[src/rtl/core/sgr_pkg.sv]
// Shared types, byte codes and parameter decode for the SGR attribute parser.
`timescale 1ns / 1ps

package sgr_pkg;

    localparam logic [7:0] CH_NUL    = 8'd0;
    localparam logic [7:0] CH_ESC    = 8'd27;
    localparam logic [7:0] CH_M      = 8'h6D;
    localparam logic [7:0] CH_SEMI   = 8'h3B;
    localparam logic [7:0] CH_LBRACK = 8'h5B;
    localparam logic [7:0] CH_DIG1   = 8'h31;
    localparam logic [7:0] CH_DIG9   = 8'h39;
    localparam logic [7:0] CH_UC_A   = 8'h41;
    localparam logic [7:0] CH_UC_Z   = 8'h5A;
    localparam logic [7:0] CH_LC_A   = 8'h61;
    localparam logic [7:0] CH_LC_Z   = 8'h7A;

    localparam logic [7:0] P_RESET        = 8'd0;
    localparam logic [7:0] P_STANDOUT     = 8'd1;
    localparam logic [7:0] P_DIM          = 8'd2;
    localparam logic [7:0] P_UNDERLINE    = 8'd4;
    localparam logic [7:0] P_BLINK_SLOW   = 8'd5;
    localparam logic [7:0] P_BLINK_FAST   = 8'd6;
    localparam logic [7:0] P_REVERSE      = 8'd7;
    localparam logic [7:0] P_NORMAL_INT   = 8'd22;
    localparam logic [7:0] P_NO_UNDERLINE = 8'd24;
    localparam logic [7:0] P_NO_BLINK     = 8'd25;
    localparam logic [7:0] P_NO_REVERSE   = 8'd27;
    localparam logic [7:0] P_FG_FIRST     = 8'd30;
    localparam logic [7:0] P_FG_LAST      = 8'd37;
    localparam logic [7:0] P_BG_FIRST     = 8'd40;
    localparam logic [7:0] P_BG_LAST      = 8'd47;

    localparam logic [7:0] PARAM_MAX = 8'd255;

    localparam int FLAG_STANDOUT  = 0;
    localparam int FLAG_DIM       = 1;
    localparam int FLAG_UNDERLINE = 2;
    localparam int FLAG_BLINK     = 3;
    localparam int FLAG_REVERSE   = 4;

    localparam logic KIND_CHAR  = 1'b0;
    localparam logic KIND_ERROR = 1'b1;

    typedef struct packed {
        logic [4:0] flags;
        logic [2:0] fore;
        logic [2:0] back;
    } t_attr;

    function automatic logic is_final_letter(input logic [7:0] b);
        return ((b >= CH_UC_A) && (b <= CH_UC_Z)) || ((b >= CH_LC_A) && (b <= CH_LC_Z));
    endfunction

    // Apply one finished SGR parameter to an attribute set.
    function automatic t_attr apply_param(input logic [7:0] v, input t_attr a);
        t_attr      r;
        logic [7:0] fg_off;
        logic [7:0] bg_off;
        r      = a;
        fg_off = v - P_FG_FIRST;
        bg_off = v - P_BG_FIRST;
        if (v == P_RESET)                          r.flags = '0;
        if (v == P_STANDOUT)                       r.flags[FLAG_STANDOUT] = 1'b1;
        if (v == P_DIM)                            r.flags[FLAG_DIM] = 1'b1;
        if (v == P_UNDERLINE)                      r.flags[FLAG_UNDERLINE] = 1'b1;
        if (v == P_BLINK_SLOW || v == P_BLINK_FAST) r.flags[FLAG_BLINK] = 1'b1;
        if (v == P_REVERSE)                        r.flags[FLAG_REVERSE] = 1'b1;
        if (v == P_NORMAL_INT) begin
            r.flags[FLAG_STANDOUT] = 1'b0;
            r.flags[FLAG_DIM]      = 1'b0;
        end
        if (v == P_NO_UNDERLINE)                   r.flags[FLAG_UNDERLINE] = 1'b0;
        if (v == P_NO_BLINK)                       r.flags[FLAG_BLINK] = 1'b0;
        if (v == P_NO_REVERSE)                     r.flags[FLAG_REVERSE] = 1'b0;
        if (v >= P_FG_FIRST && v <= P_FG_LAST)     r.fore = fg_off[2:0];
        if (v >= P_BG_FIRST && v <= P_BG_LAST)     r.back = bg_off[2:0];
        return r;
    endfunction

endpackage

[src/rtl/core/ansi_sgr_attribute_parser_core.sv]
// Top level of the SGR attribute parser: input register, decode/update, result register.
`timescale 1ns / 1ps

// Takes one text byte per cycle and returns at most one result word per byte; with no
// stall on the result side it sustains one byte per clock. A byte is held in the
// input register, is decoded there against the parser state in one pass of logic,
// and its result is then registered in the result register; a stall on the result
// side holds a byte that has a result in the input register. ESC sequences, digits,
// ';', '[' and the closing 'm', as well as NUL outside a sequence, update state only
// and produce no word; a closing letter other than 'm', or NUL inside a sequence,
// produces an error word with kind set. Raising new_text with a byte clears all
// attributes, colours and any open sequence before that byte is decoded.
module ansi_sgr_attribute_parser_core (
    input  logic       i_clk,
    input  logic       i_rst_n,
    input  logic       i_in_valid,
    output logic       o_in_stall,
    input  logic [7:0] i_text_byte,
    input  logic       i_new_text,
    output logic       o_out_valid,
    input  logic       i_out_stall,
    output logic       o_kind,
    output logic [7:0] o_glyph,
    output logic [2:0] o_fore_colour,
    output logic [2:0] o_back_colour,
    output logic       o_standout_on,
    output logic       o_dim_on,
    output logic       o_underline_on,
    output logic       o_blink_on,
    output logic       o_reverse_on
);
    import sgr_pkg::*;

    // input register
    logic       r_in_valid;
    logic [7:0] r_byte;
    logic       r_new;

    // parser state
    logic       r_in_seq, n_in_seq;
    logic [7:0] r_param, n_param;
    t_attr      r_pending, n_pending;
    t_attr      r_active, n_active;

    // result register
    logic       r_out_valid;
    logic       r_kind, n_kind;
    logic [7:0] r_glyph, n_glyph;
    t_attr      r_out_attr;

    logic       has_result;
    logic       out_free;
    logic       advance;
    logic       in_accept;

    logic       cur_seq;
    logic [7:0] cur_param;
    t_attr      cur_pending;
    t_attr      cur_active;
    t_attr      closed;
    logic [3:0] digit;
    logic [11:0] acc;

    // new_text clears the state seen by this byte
    always_comb begin
        cur_seq     = r_new ? 1'b0 : r_in_seq;
        cur_param   = r_new ? '0 : r_param;
        cur_pending = r_new ? '0 : r_pending;
        cur_active  = r_new ? '0 : r_active;
    end

    always_comb begin
        closed = apply_param(cur_param, cur_pending);
        digit  = ((r_byte >= CH_DIG1) && (r_byte <= CH_DIG9)) ? r_byte[3:0] : 4'd0;
        acc    = {4'd0, cur_param} * 12'd10 + {8'd0, digit};
    end

    always_comb begin
        n_in_seq   = cur_seq;
        n_param    = cur_param;
        n_pending  = cur_pending;
        n_active   = cur_active;
        has_result = 1'b0;
        n_kind     = KIND_CHAR;
        n_glyph    = r_byte;
        if (!cur_seq) begin
            priority if (r_byte == CH_ESC) begin
                n_in_seq  = 1'b1;
                n_param   = '0;
                n_pending = cur_active;
            end else if (r_byte == CH_NUL) begin
                has_result = 1'b0;
            end else begin
                has_result = 1'b1;
            end
        end else begin
            priority if (r_byte == CH_NUL) begin
                n_in_seq   = 1'b0;
                n_param    = '0;
                has_result = 1'b1;
                n_kind     = KIND_ERROR;
            end else if (is_final_letter(r_byte)) begin
                n_in_seq  = 1'b0;
                n_param   = '0;
                n_pending = closed;
                if (r_byte == CH_M) begin
                    n_active = closed;
                end else begin
                    has_result = 1'b1;
                    n_kind     = KIND_ERROR;
                end
            end else if (r_byte == CH_SEMI) begin
                n_pending = closed;
                n_param   = '0;
            end else if (r_byte == CH_LBRACK) begin
                n_param = cur_param;
            end else begin
                n_param = (acc > {4'd0, PARAM_MAX}) ? PARAM_MAX : acc[7:0];
            end
        end
    end

    // words with no result move on even while the result register is held
    assign out_free   = !r_out_valid || !i_out_stall;
    assign advance    = r_in_valid && (!has_result || out_free);
    assign o_in_stall = r_in_valid && !advance;
    assign in_accept  = i_in_valid && !o_in_stall;

    always_ff @(posedge i_clk) begin
        if (!i_rst_n) begin
            r_in_valid <= 1'b0;
        end else if (in_accept) begin
            r_in_valid <= 1'b1;
        end else if (advance) begin
            r_in_valid <= 1'b0;
        end
    end

    always_ff @(posedge i_clk) begin
        if (in_accept) begin
            r_byte <= i_text_byte;
            r_new  <= i_new_text;
        end
    end

    always_ff @(posedge i_clk) begin
        if (!i_rst_n) begin
            r_in_seq  <= 1'b0;
            r_param   <= '0;
            r_pending <= '0;
            r_active  <= '0;
        end else if (advance) begin
            r_in_seq  <= n_in_seq;
            r_param   <= n_param;
            r_pending <= n_pending;
            r_active  <= n_active;
        end
    end

    always_ff @(posedge i_clk) begin
        if (!i_rst_n) begin
            r_out_valid <= 1'b0;
        end else if (out_free) begin
            r_out_valid <= advance && has_result;
        end
    end

    always_ff @(posedge i_clk) begin
        if (advance && has_result) begin
            r_kind     <= n_kind;
            r_glyph    <= n_glyph;
            r_out_attr <= cur_active;
        end
    end

    assign o_out_valid    = r_out_valid;
    assign o_kind         = r_kind;
    assign o_glyph        = r_glyph;
    assign o_fore_colour  = r_out_attr.fore;
    assign o_back_colour  = r_out_attr.back;
    assign o_standout_on  = r_out_attr.flags[FLAG_STANDOUT];
    assign o_dim_on       = r_out_attr.flags[FLAG_DIM];
    assign o_underline_on = r_out_attr.flags[FLAG_UNDERLINE];
    assign o_blink_on     = r_out_attr.flags[FLAG_BLINK];
    assign o_reverse_on   = r_out_attr.flags[FLAG_REVERSE];

    // a plain character word never carries NUL
    a_char_not_nul: assert property (@(posedge i_clk) disable iff (!i_rst_n)
        o_out_valid && (o_kind == KIND_CHAR) |-> (o_glyph != CH_NUL))
        else $error("character word carries NUL");

    // error words only for NUL or a closing letter other than m
    a_error_glyph: assert property (@(posedge i_clk) disable iff (!i_rst_n)
        o_out_valid && (o_kind == KIND_ERROR) |->
            (o_glyph == CH_NUL) || (is_final_letter(o_glyph) && (o_glyph != CH_M)))
        else $error("error word with unexpected final byte");

    // parameter accumulator is idle outside a sequence
    a_param_idle: assert property (@(posedge i_clk) disable iff (!i_rst_n)
        !r_in_seq |-> (r_param == '0))
        else $error("parameter value left over outside a sequence");

    // a held input word keeps the parser state frozen
    a_state_hold: assert property (@(posedge i_clk) disable iff (!i_rst_n)
        o_in_stall |=> r_in_valid && $stable(r_active) && $stable(r_in_seq))
        else $error("parser state moved while input word was held");

    // state comes out of reset cleared
    a_reset_clear: assert property (@(posedge i_clk)
        !i_rst_n |=> !r_in_seq && (r_active == '0) && !r_in_valid && !r_out_valid)
        else $error("state not cleared by reset");

endmodule
[config.mk]
export PLATFORM = sky130hd
export DESIGN_NAME = ansi_sgr_attribute_parser_core
export DESIGN_NICKNAME = d
export VERILOG_FILES = /design/src/rtl/core/sgr_pkg.sv /design/src/rtl/core/ansi_sgr_attribute_parser_core.sv
export SDC_FILE = /design/constraint.sdc
export NUM_CORES = 1
export LEC_CHECK = 0
export ABC_AREA = 1
export BUFFER_PORTS_ARGS = -buffer_cell sky130_fd_sc_hd__buf_2
export CAP_MARGIN = 5
export CORE_ASPECT_RATIO = 0.6
export CORE_UTILIZATION = 40
export DETAILED_ROUTE_END_ITERATION = 12
export GPL_ROUTABILITY_DRIVEN = 0
export PLACE_DENSITY = 0.65
export SYNTH_ARGS = -nofsm -noshare
export SYNTH_HDL_FRONTEND = slang
export SYNTH_SLANG_ARGS = --single-unit
[constraint.sdc]
create_clock -name i_clk -period 3.5 [get_ports i_clk]
set_input_delay 1.05 -clock i_clk [delete_from_list [all_inputs] [get_ports i_clk]]
set_output_delay 1.05 -clock i_clk [all_outputs]
set_load 0.005 [all_outputs]
* Word level (Yosys, flattened, before mapping)
Index checks and enable logic that the tools add are counted.
** Word-level totals
- Output and inout port bits :: 22
- Memories kept :: 0
- Logic and storage cells :: 112
- Latch bits :: 0
- Register bits after elaboration :: 62
- Bits in read-only memories :: 0
- Bits of input ports :: 13
- RAM bits :: 0
** Cells by class
- $add $sub $neg :: 3
- Bitwise logic cells :: 0
- Divide/modulo/power cells :: 0
- $lt $le $gt $ge :: 11
- Mux-type cells :: 45
- Shift operators :: 0
- Multiply operators :: 1
- Reduce and logical (&&, ||, !) cells :: 21
- Equality and inequality tests :: 14
** Operators with widths (number)
- $mux 11 :: 11
- $mux 8 :: 8
- $eq 8x5->1 const B :: 5
- $eq 8x3->1 const B :: 4
- $le 8x6->1 const B :: 3
- $mux 1 :: 21
- $eq 8x7->1 const B :: 2
- $ge 8x6->1 const B :: 2
- $ge 8x7->1 const B :: 2
- $le 8x7->1 const B :: 2
- $logic_not 8->1 :: 2
- $add 12x4->12 :: 1
- $gt 12x8->1 const B :: 1
- $mul 8x3->11 const B :: 1
- $logic_and 1x1->1 :: 9
- $eq 8x1->1 const B :: 1
- $eq 8x2->1 const B :: 1
- $eq 8x6->1 const B :: 1
- $ge 8x5->1 const B :: 1
- $mux 3 :: 2
- $logic_not 1->1 :: 5
- $mux 5 :: 1
- $logic_or 1x1->1 :: 4
- $mux 4 :: 1
- other kinds (4) :: 4

* Logic depth before layout (Yosys ltp)
- Depth in word-level cells :: 14
- Depth in mapped cells :: 20
- Gate-level depth less buffers :: 19

* Worst setup path after synthesis
No wires, ideal clock.
- Kind :: reg2reg
- From :: register r_new
- To :: register r_param[0]
- Required time :: 3383 ps
- Library setup time :: 117 ps
- Period minus slack after synthesis :: 2624 ps
- Arrival time :: 2507 ps
- Path buffers :: 1
- Setup slack :: 876 ps
- Stages on the path, launching flop included :: 18
- Path through :: edfxtp_1 -> buf_6 -> nor2_4 -> inv_2 -> nor2_1 -> nor2_1 -> fa_1 -> nand2_1 -> nor2_1 -> nand2_1 -> a21boi_1 -> nand2_1 -> nand2_1 -> nand2_1 -> nor2_4 -> nand4_1 -> nand2_1 -> a21oi_1
** Between the ends
- Word-level cells in the longest chain between the ends :: 10
- Elaborated cells on any way between the ends :: 16
- Classes of those cells :: add/sub: 1; mul: 1; order compare: 1; mux: 10; reduce/logical: 3
** RTL lines
- start: declaration :: RTL line ansi_sgr_attribute_parser_core.sv:37 : logic r_new;
- start signal: assignment :: RTL line ansi_sgr_attribute_parser_core.sv:142 : r_new <= i_new_text;
- $mux 8 :: RTL line ansi_sgr_attribute_parser_core.sv:67 : cur_param = r_new ? '0 : r_param;
- $mul 8x3->11 :: RTL line ansi_sgr_attribute_parser_core.sv:75 : acc = {4'd0, cur_param} * 12'd10 + {8'd0, digit};
- $add 12x4->12 :: RTL line ansi_sgr_attribute_parser_core.sv:75
- $gt 12x8->1 :: RTL line ansi_sgr_attribute_parser_core.sv:118 : n_param = (acc > {4'd0, PARAM_MAX}) ? PARAM_MAX : acc[7:0];
- $mux 8 :: RTL line ansi_sgr_attribute_parser_core.sv:118
- $mux 8 :: RTL line ansi_sgr_attribute_parser_core.sv:115 : end else if (r_byte == CH_LBRACK) begin
- $mux 8 :: RTL line ansi_sgr_attribute_parser_core.sv:112 : end else if (r_byte == CH_SEMI) begin
- $mux 8 :: RTL line ansi_sgr_attribute_parser_core.sv:102 : end else if (is_final_letter(r_byte)) begin
- $mux 8 :: RTL line ansi_sgr_attribute_parser_core.sv:97 : priority if (r_byte == CH_NUL) begin
- $mux 8 :: RTL line ansi_sgr_attribute_parser_core.sv:86 : if (!cur_seq) begin
- end signal: assignment :: RTL line ansi_sgr_attribute_parser_core.sv:154 : r_param <= n_param;
- end: declaration :: RTL line ansi_sgr_attribute_parser_core.sv:41 : logic [7:0] r_param, n_param;
Parallel ways exist; a longest one is shown, timed or not.
A chain may end at the register's enable or synchronous reset.

* Final worst setup path
- From :: register r_new
- To :: register r_param[3]
Same word-level chain as after synthesis.

==> key figures <==
Drt
  • Via density: 5.35
  • DRT antenna net count: 0
  • Routed len/inst: 14.5 um
  • Detailed-route via count: roughly 4.2k
  • Drt drc: 0
  • DRT iter0 DRCs: 449
  • Drt total wl: approximately 11 mm
  • Drt first pass iters: 7

Placement
  • Area post-placement: 0.00448 mm2
  • Buffers added on ports: 34
  • HPWL Detailed: 8.41 mm
  • Worst slack, placed: about 0.23 ns

Die
  • CORE AREA: approximately 0.01 mm2
  • Core Rows: 28
  • IO Pins: 35
  • Die Wd: 134 um
  • Total die area: 0.0109 mm2
  • Starting Density: between 40% and 50%
  • Die Height: 81.3 um

Cells and area
  • Area growth from synthesis to layout: 14.6%
  • Commonest non-fill, non-tap cell in the layout: nand2_1
  • Layout cells sized above 1: between 10% and 20%
  • Diode count: 0
  • Layout Nets: 668
  • Post-route cell area: 0.00481 mm2
  • Commonest non-fill, non-tap cells in the layout: 174 x nand2_1, 64 x nor2_1, 62 x inv_1, 49 x a21oi_1, 41 x nand3_1
  • Final core occ: 48.0%

Yosys
  • Ys flop type: dfxtp_1
  • Post-synth EDFFs: 29
  • Synthesized flop and latch total: 62
  • Post-synthesis sequential area ratio: 36.5%
  • Number of instances in the synthesized netlist: 608
  • Mean area per synthesized cell: 6.90 um2
  • Mapped cell area: around 0.0042 mm2
  • Post-synthesis cell type count: 39
  • Mapped Nets: 632
  • YS warnings: 0
  • FFs w/ async S/R, synth: 0%

Critical path
  • Crit-path most repeated cell: nand2_1
  • Crit path max-delay family: simple AND/OR/NAND/NOR gates
  • WP data required: 3.76 ns
  • CP max-delay cell: fa_1
  • CP cell instances: buf_4 -> nor2_4 -> inv_2 -> nor2_1 -> nor2_1 -> fa_1 -> nand2_1 -> nor2_1 -> nand2_1 -> a21boi_1 -> nand2_1 -> o21ai_0 -> nand2_1 -> nand4_1 -> nand2_1 -> a21oi_1
  • CP arrival: about 3.5 ns
  • Crit-path max cell delay: 0.65 ns
  • Worst Path Buf+Inv: 2
  • Worst Reg-to-Reg Cells: 16
  • FF-to-FF Start: r_new
  • Reg2Reg Setup Slack: 0.29 ns
  • Critical path type: register to register
  • Crit path max fanout: 8
  • Crit end category: register
  • Worst R2R End: r_param[3]
  • Critical path launch point type: register

STA
  • Clock Skews: 0.00670 ns
  • Hold slack final: 0.465 ns
  • Slew headroom: 54.5%
  • Hold Vio Cnt, Final: 0
  • FMAX: around 0.31 GHz
  • Sum Neg Setup Slack: 0 ns
  • RSZ-0062 raised after global routing: false
  • Final Max Tran Viols: 0
  • Setup slack after layout: between 0.2 and 0.3 ns
  • Slew @ Worst Pin: between 0.6 and 0.7 ns
  • Setup-failing EPs final: 0
  • Period utilization: about 92%
  • Fin crit period: 3.21 ns

Global routing
  • Total Routing Usage GR: 22.4%
  • Pin count of the biggest net entering global routing: 33
  • Vias in the first global route: 3821
  • First-pass GRT wire length: about 19 mm
  • Initial antenna violation count: 0
  • Grt ovf: 0

Clock tree
  • Clk buf depth: 2
  • Total CTS buffers: 9
  • Clk slew on worst S/H paths: 0.06 ns
  • Hold Buf Count CTS: 0
  • Clk sinks: 62
  • CTS H-Tree Depth: 3
  • Clock latency on the worst-skew pair: 0.34 ns
  • TritonCTS clock tree: yes
  • Root Buffer: clkbuf_16

Power and ir drop
  • Max VDD drop: between 200 and 300 uV
  • Pwr Density: 429 mW/mm2
  • Pleak: 2.19 nW

Outcome
  • Status: complete, no violations

Worst hold path
  • Worst Hold Path EP: r_active[2]
  • Hold/Removal Path Class: register to register
  • HP Start: r_active[2]
  • Hold depth: 2

Job
  • Max-Cap Viols: 0
-- cell usage after synthesis (2+ instances only) --
cell      instances  share of area (%)
o21ai_1          14                1.7
a21oi_2           2               0.42
a21oi_1          49                5.8
dfxtp_1          33                 16
nand2_2          10                1.5
nand3_2           3               0.72
buf_2             2               0.24
edfxtp_1         29                 21
ha_1              9                2.7
fa_1              2               0.95
xnor2_1           2               0.42
a21boi_1          2               0.36
nand3_1          41                4.9
o211ai_1          3               0.54
nor2_1           64                5.7
clkbuf_1          9               0.81
nor3_2            2               0.48
inv_1            62                5.6
inv_2             5               0.45
nand2_4           2               0.54
o21ai_0          31                3.7
buf_6             5                1.3
nand4_1          13                1.9
nor2_4            6                1.6
nor2_2            5               0.75
nand2_1         174                 16
buf_4             3               0.54
a22oi_1           2               0.36
nor3_1           14                1.7
-- state kept, by name (all words and copies together) (netlist names) --
| name | flops |
|---|---|
| n_glyph | 8 |
| o_back_colour | 3 |
| o_blink_on | 1 |
| o_dim_on | 1 |
| o_fore_colour | 3 |
| o_glyph | 8 |
| o_kind | 1 |
| o_out_valid | 1 |
| o_reverse_on | 1 |
| o_standout_on | 1 |
| o_underline_on | 1 |
| r_active | 11 |
| r_in_seq | 1 |
| r_in_valid | 1 |
| r_new | 1 |
| r_param | 8 |
| r_pending | 11 |
-- worst max-delay path by stage --
stage | start | to | slack, ns | cells after the start
after floorplan | r_new | r_param[0] | 0.88 | 17
after global placement | r_new | r_param[7] | 0.44 | 17
after detailed placement | r_new | r_param[6] | 0.23 | 17
after CTS | r_new | r_param[3] | 0.22 | 17
after global routing | r_new | r_param[3] | 0.05 | 16
final | r_new | r_param[3] | 0.29 | 16
-- metrics by stage --
stage | total power, W | instances
after floorplan | 0.00103 | 608
after global placement | 0.00110 | 767
after detailed placement | 0.00110 | 767
after CTS | 0.00207 | 783
after global routing | 0.00214 | 784
final | 0.00206 | 784
-- metal layers --
layer	wire, um	global-route usage (%)	up-vias
li1	-	-	2083
met1	5740	32.1	1907
met4	122	6.18	0
met5	0	0	-
met2	4500	32.3	187
met3	1020	6.43	20
-- worst min-delay path: stages, from the launching register on --
cell and delay, ns:
dfxtp_1 0.30, inv_1 0.06, a21oi_1 0.06
-- cell families after synthesis --
logic type	synth area share, %
adders and majority gates	3.64
and+or+nand+nor	36.1
DFF	36.5
buffers and inverters	9.04
AOI/OAI and AO/OA	14.1
xor gates and xnor gates	0.627
-- power breakdown --
part	internal [W]	switching [W]	leakage, nW
clock	0.000624	0.000345	0.150
sequential	0.000795	0.0000228	0.546
combinational	0.0000882	0.000189	1.50
total	0.00151	0.000557	2.19
-- what timing repair did --
item / CTS / global route
endpoints found under the hold margin: 0 / 0
endpoints found under the setup margin: 0 / 8
resized for setup: 0 / 0
setup buffers: 0 / 1
-- final cells by class --
type,instances,area (um2)
Sequential cell,62,1530
Multi-Input combinational cell,459,2280
Clock buffer,9,225
Clock inverter,7,96.3
Fill cell,1042,5210
Timing Repair Buffer,44,245
Tap cell,135,169
Inverter,68,256
No activity file was read; power rests on OpenSTA's default activity.
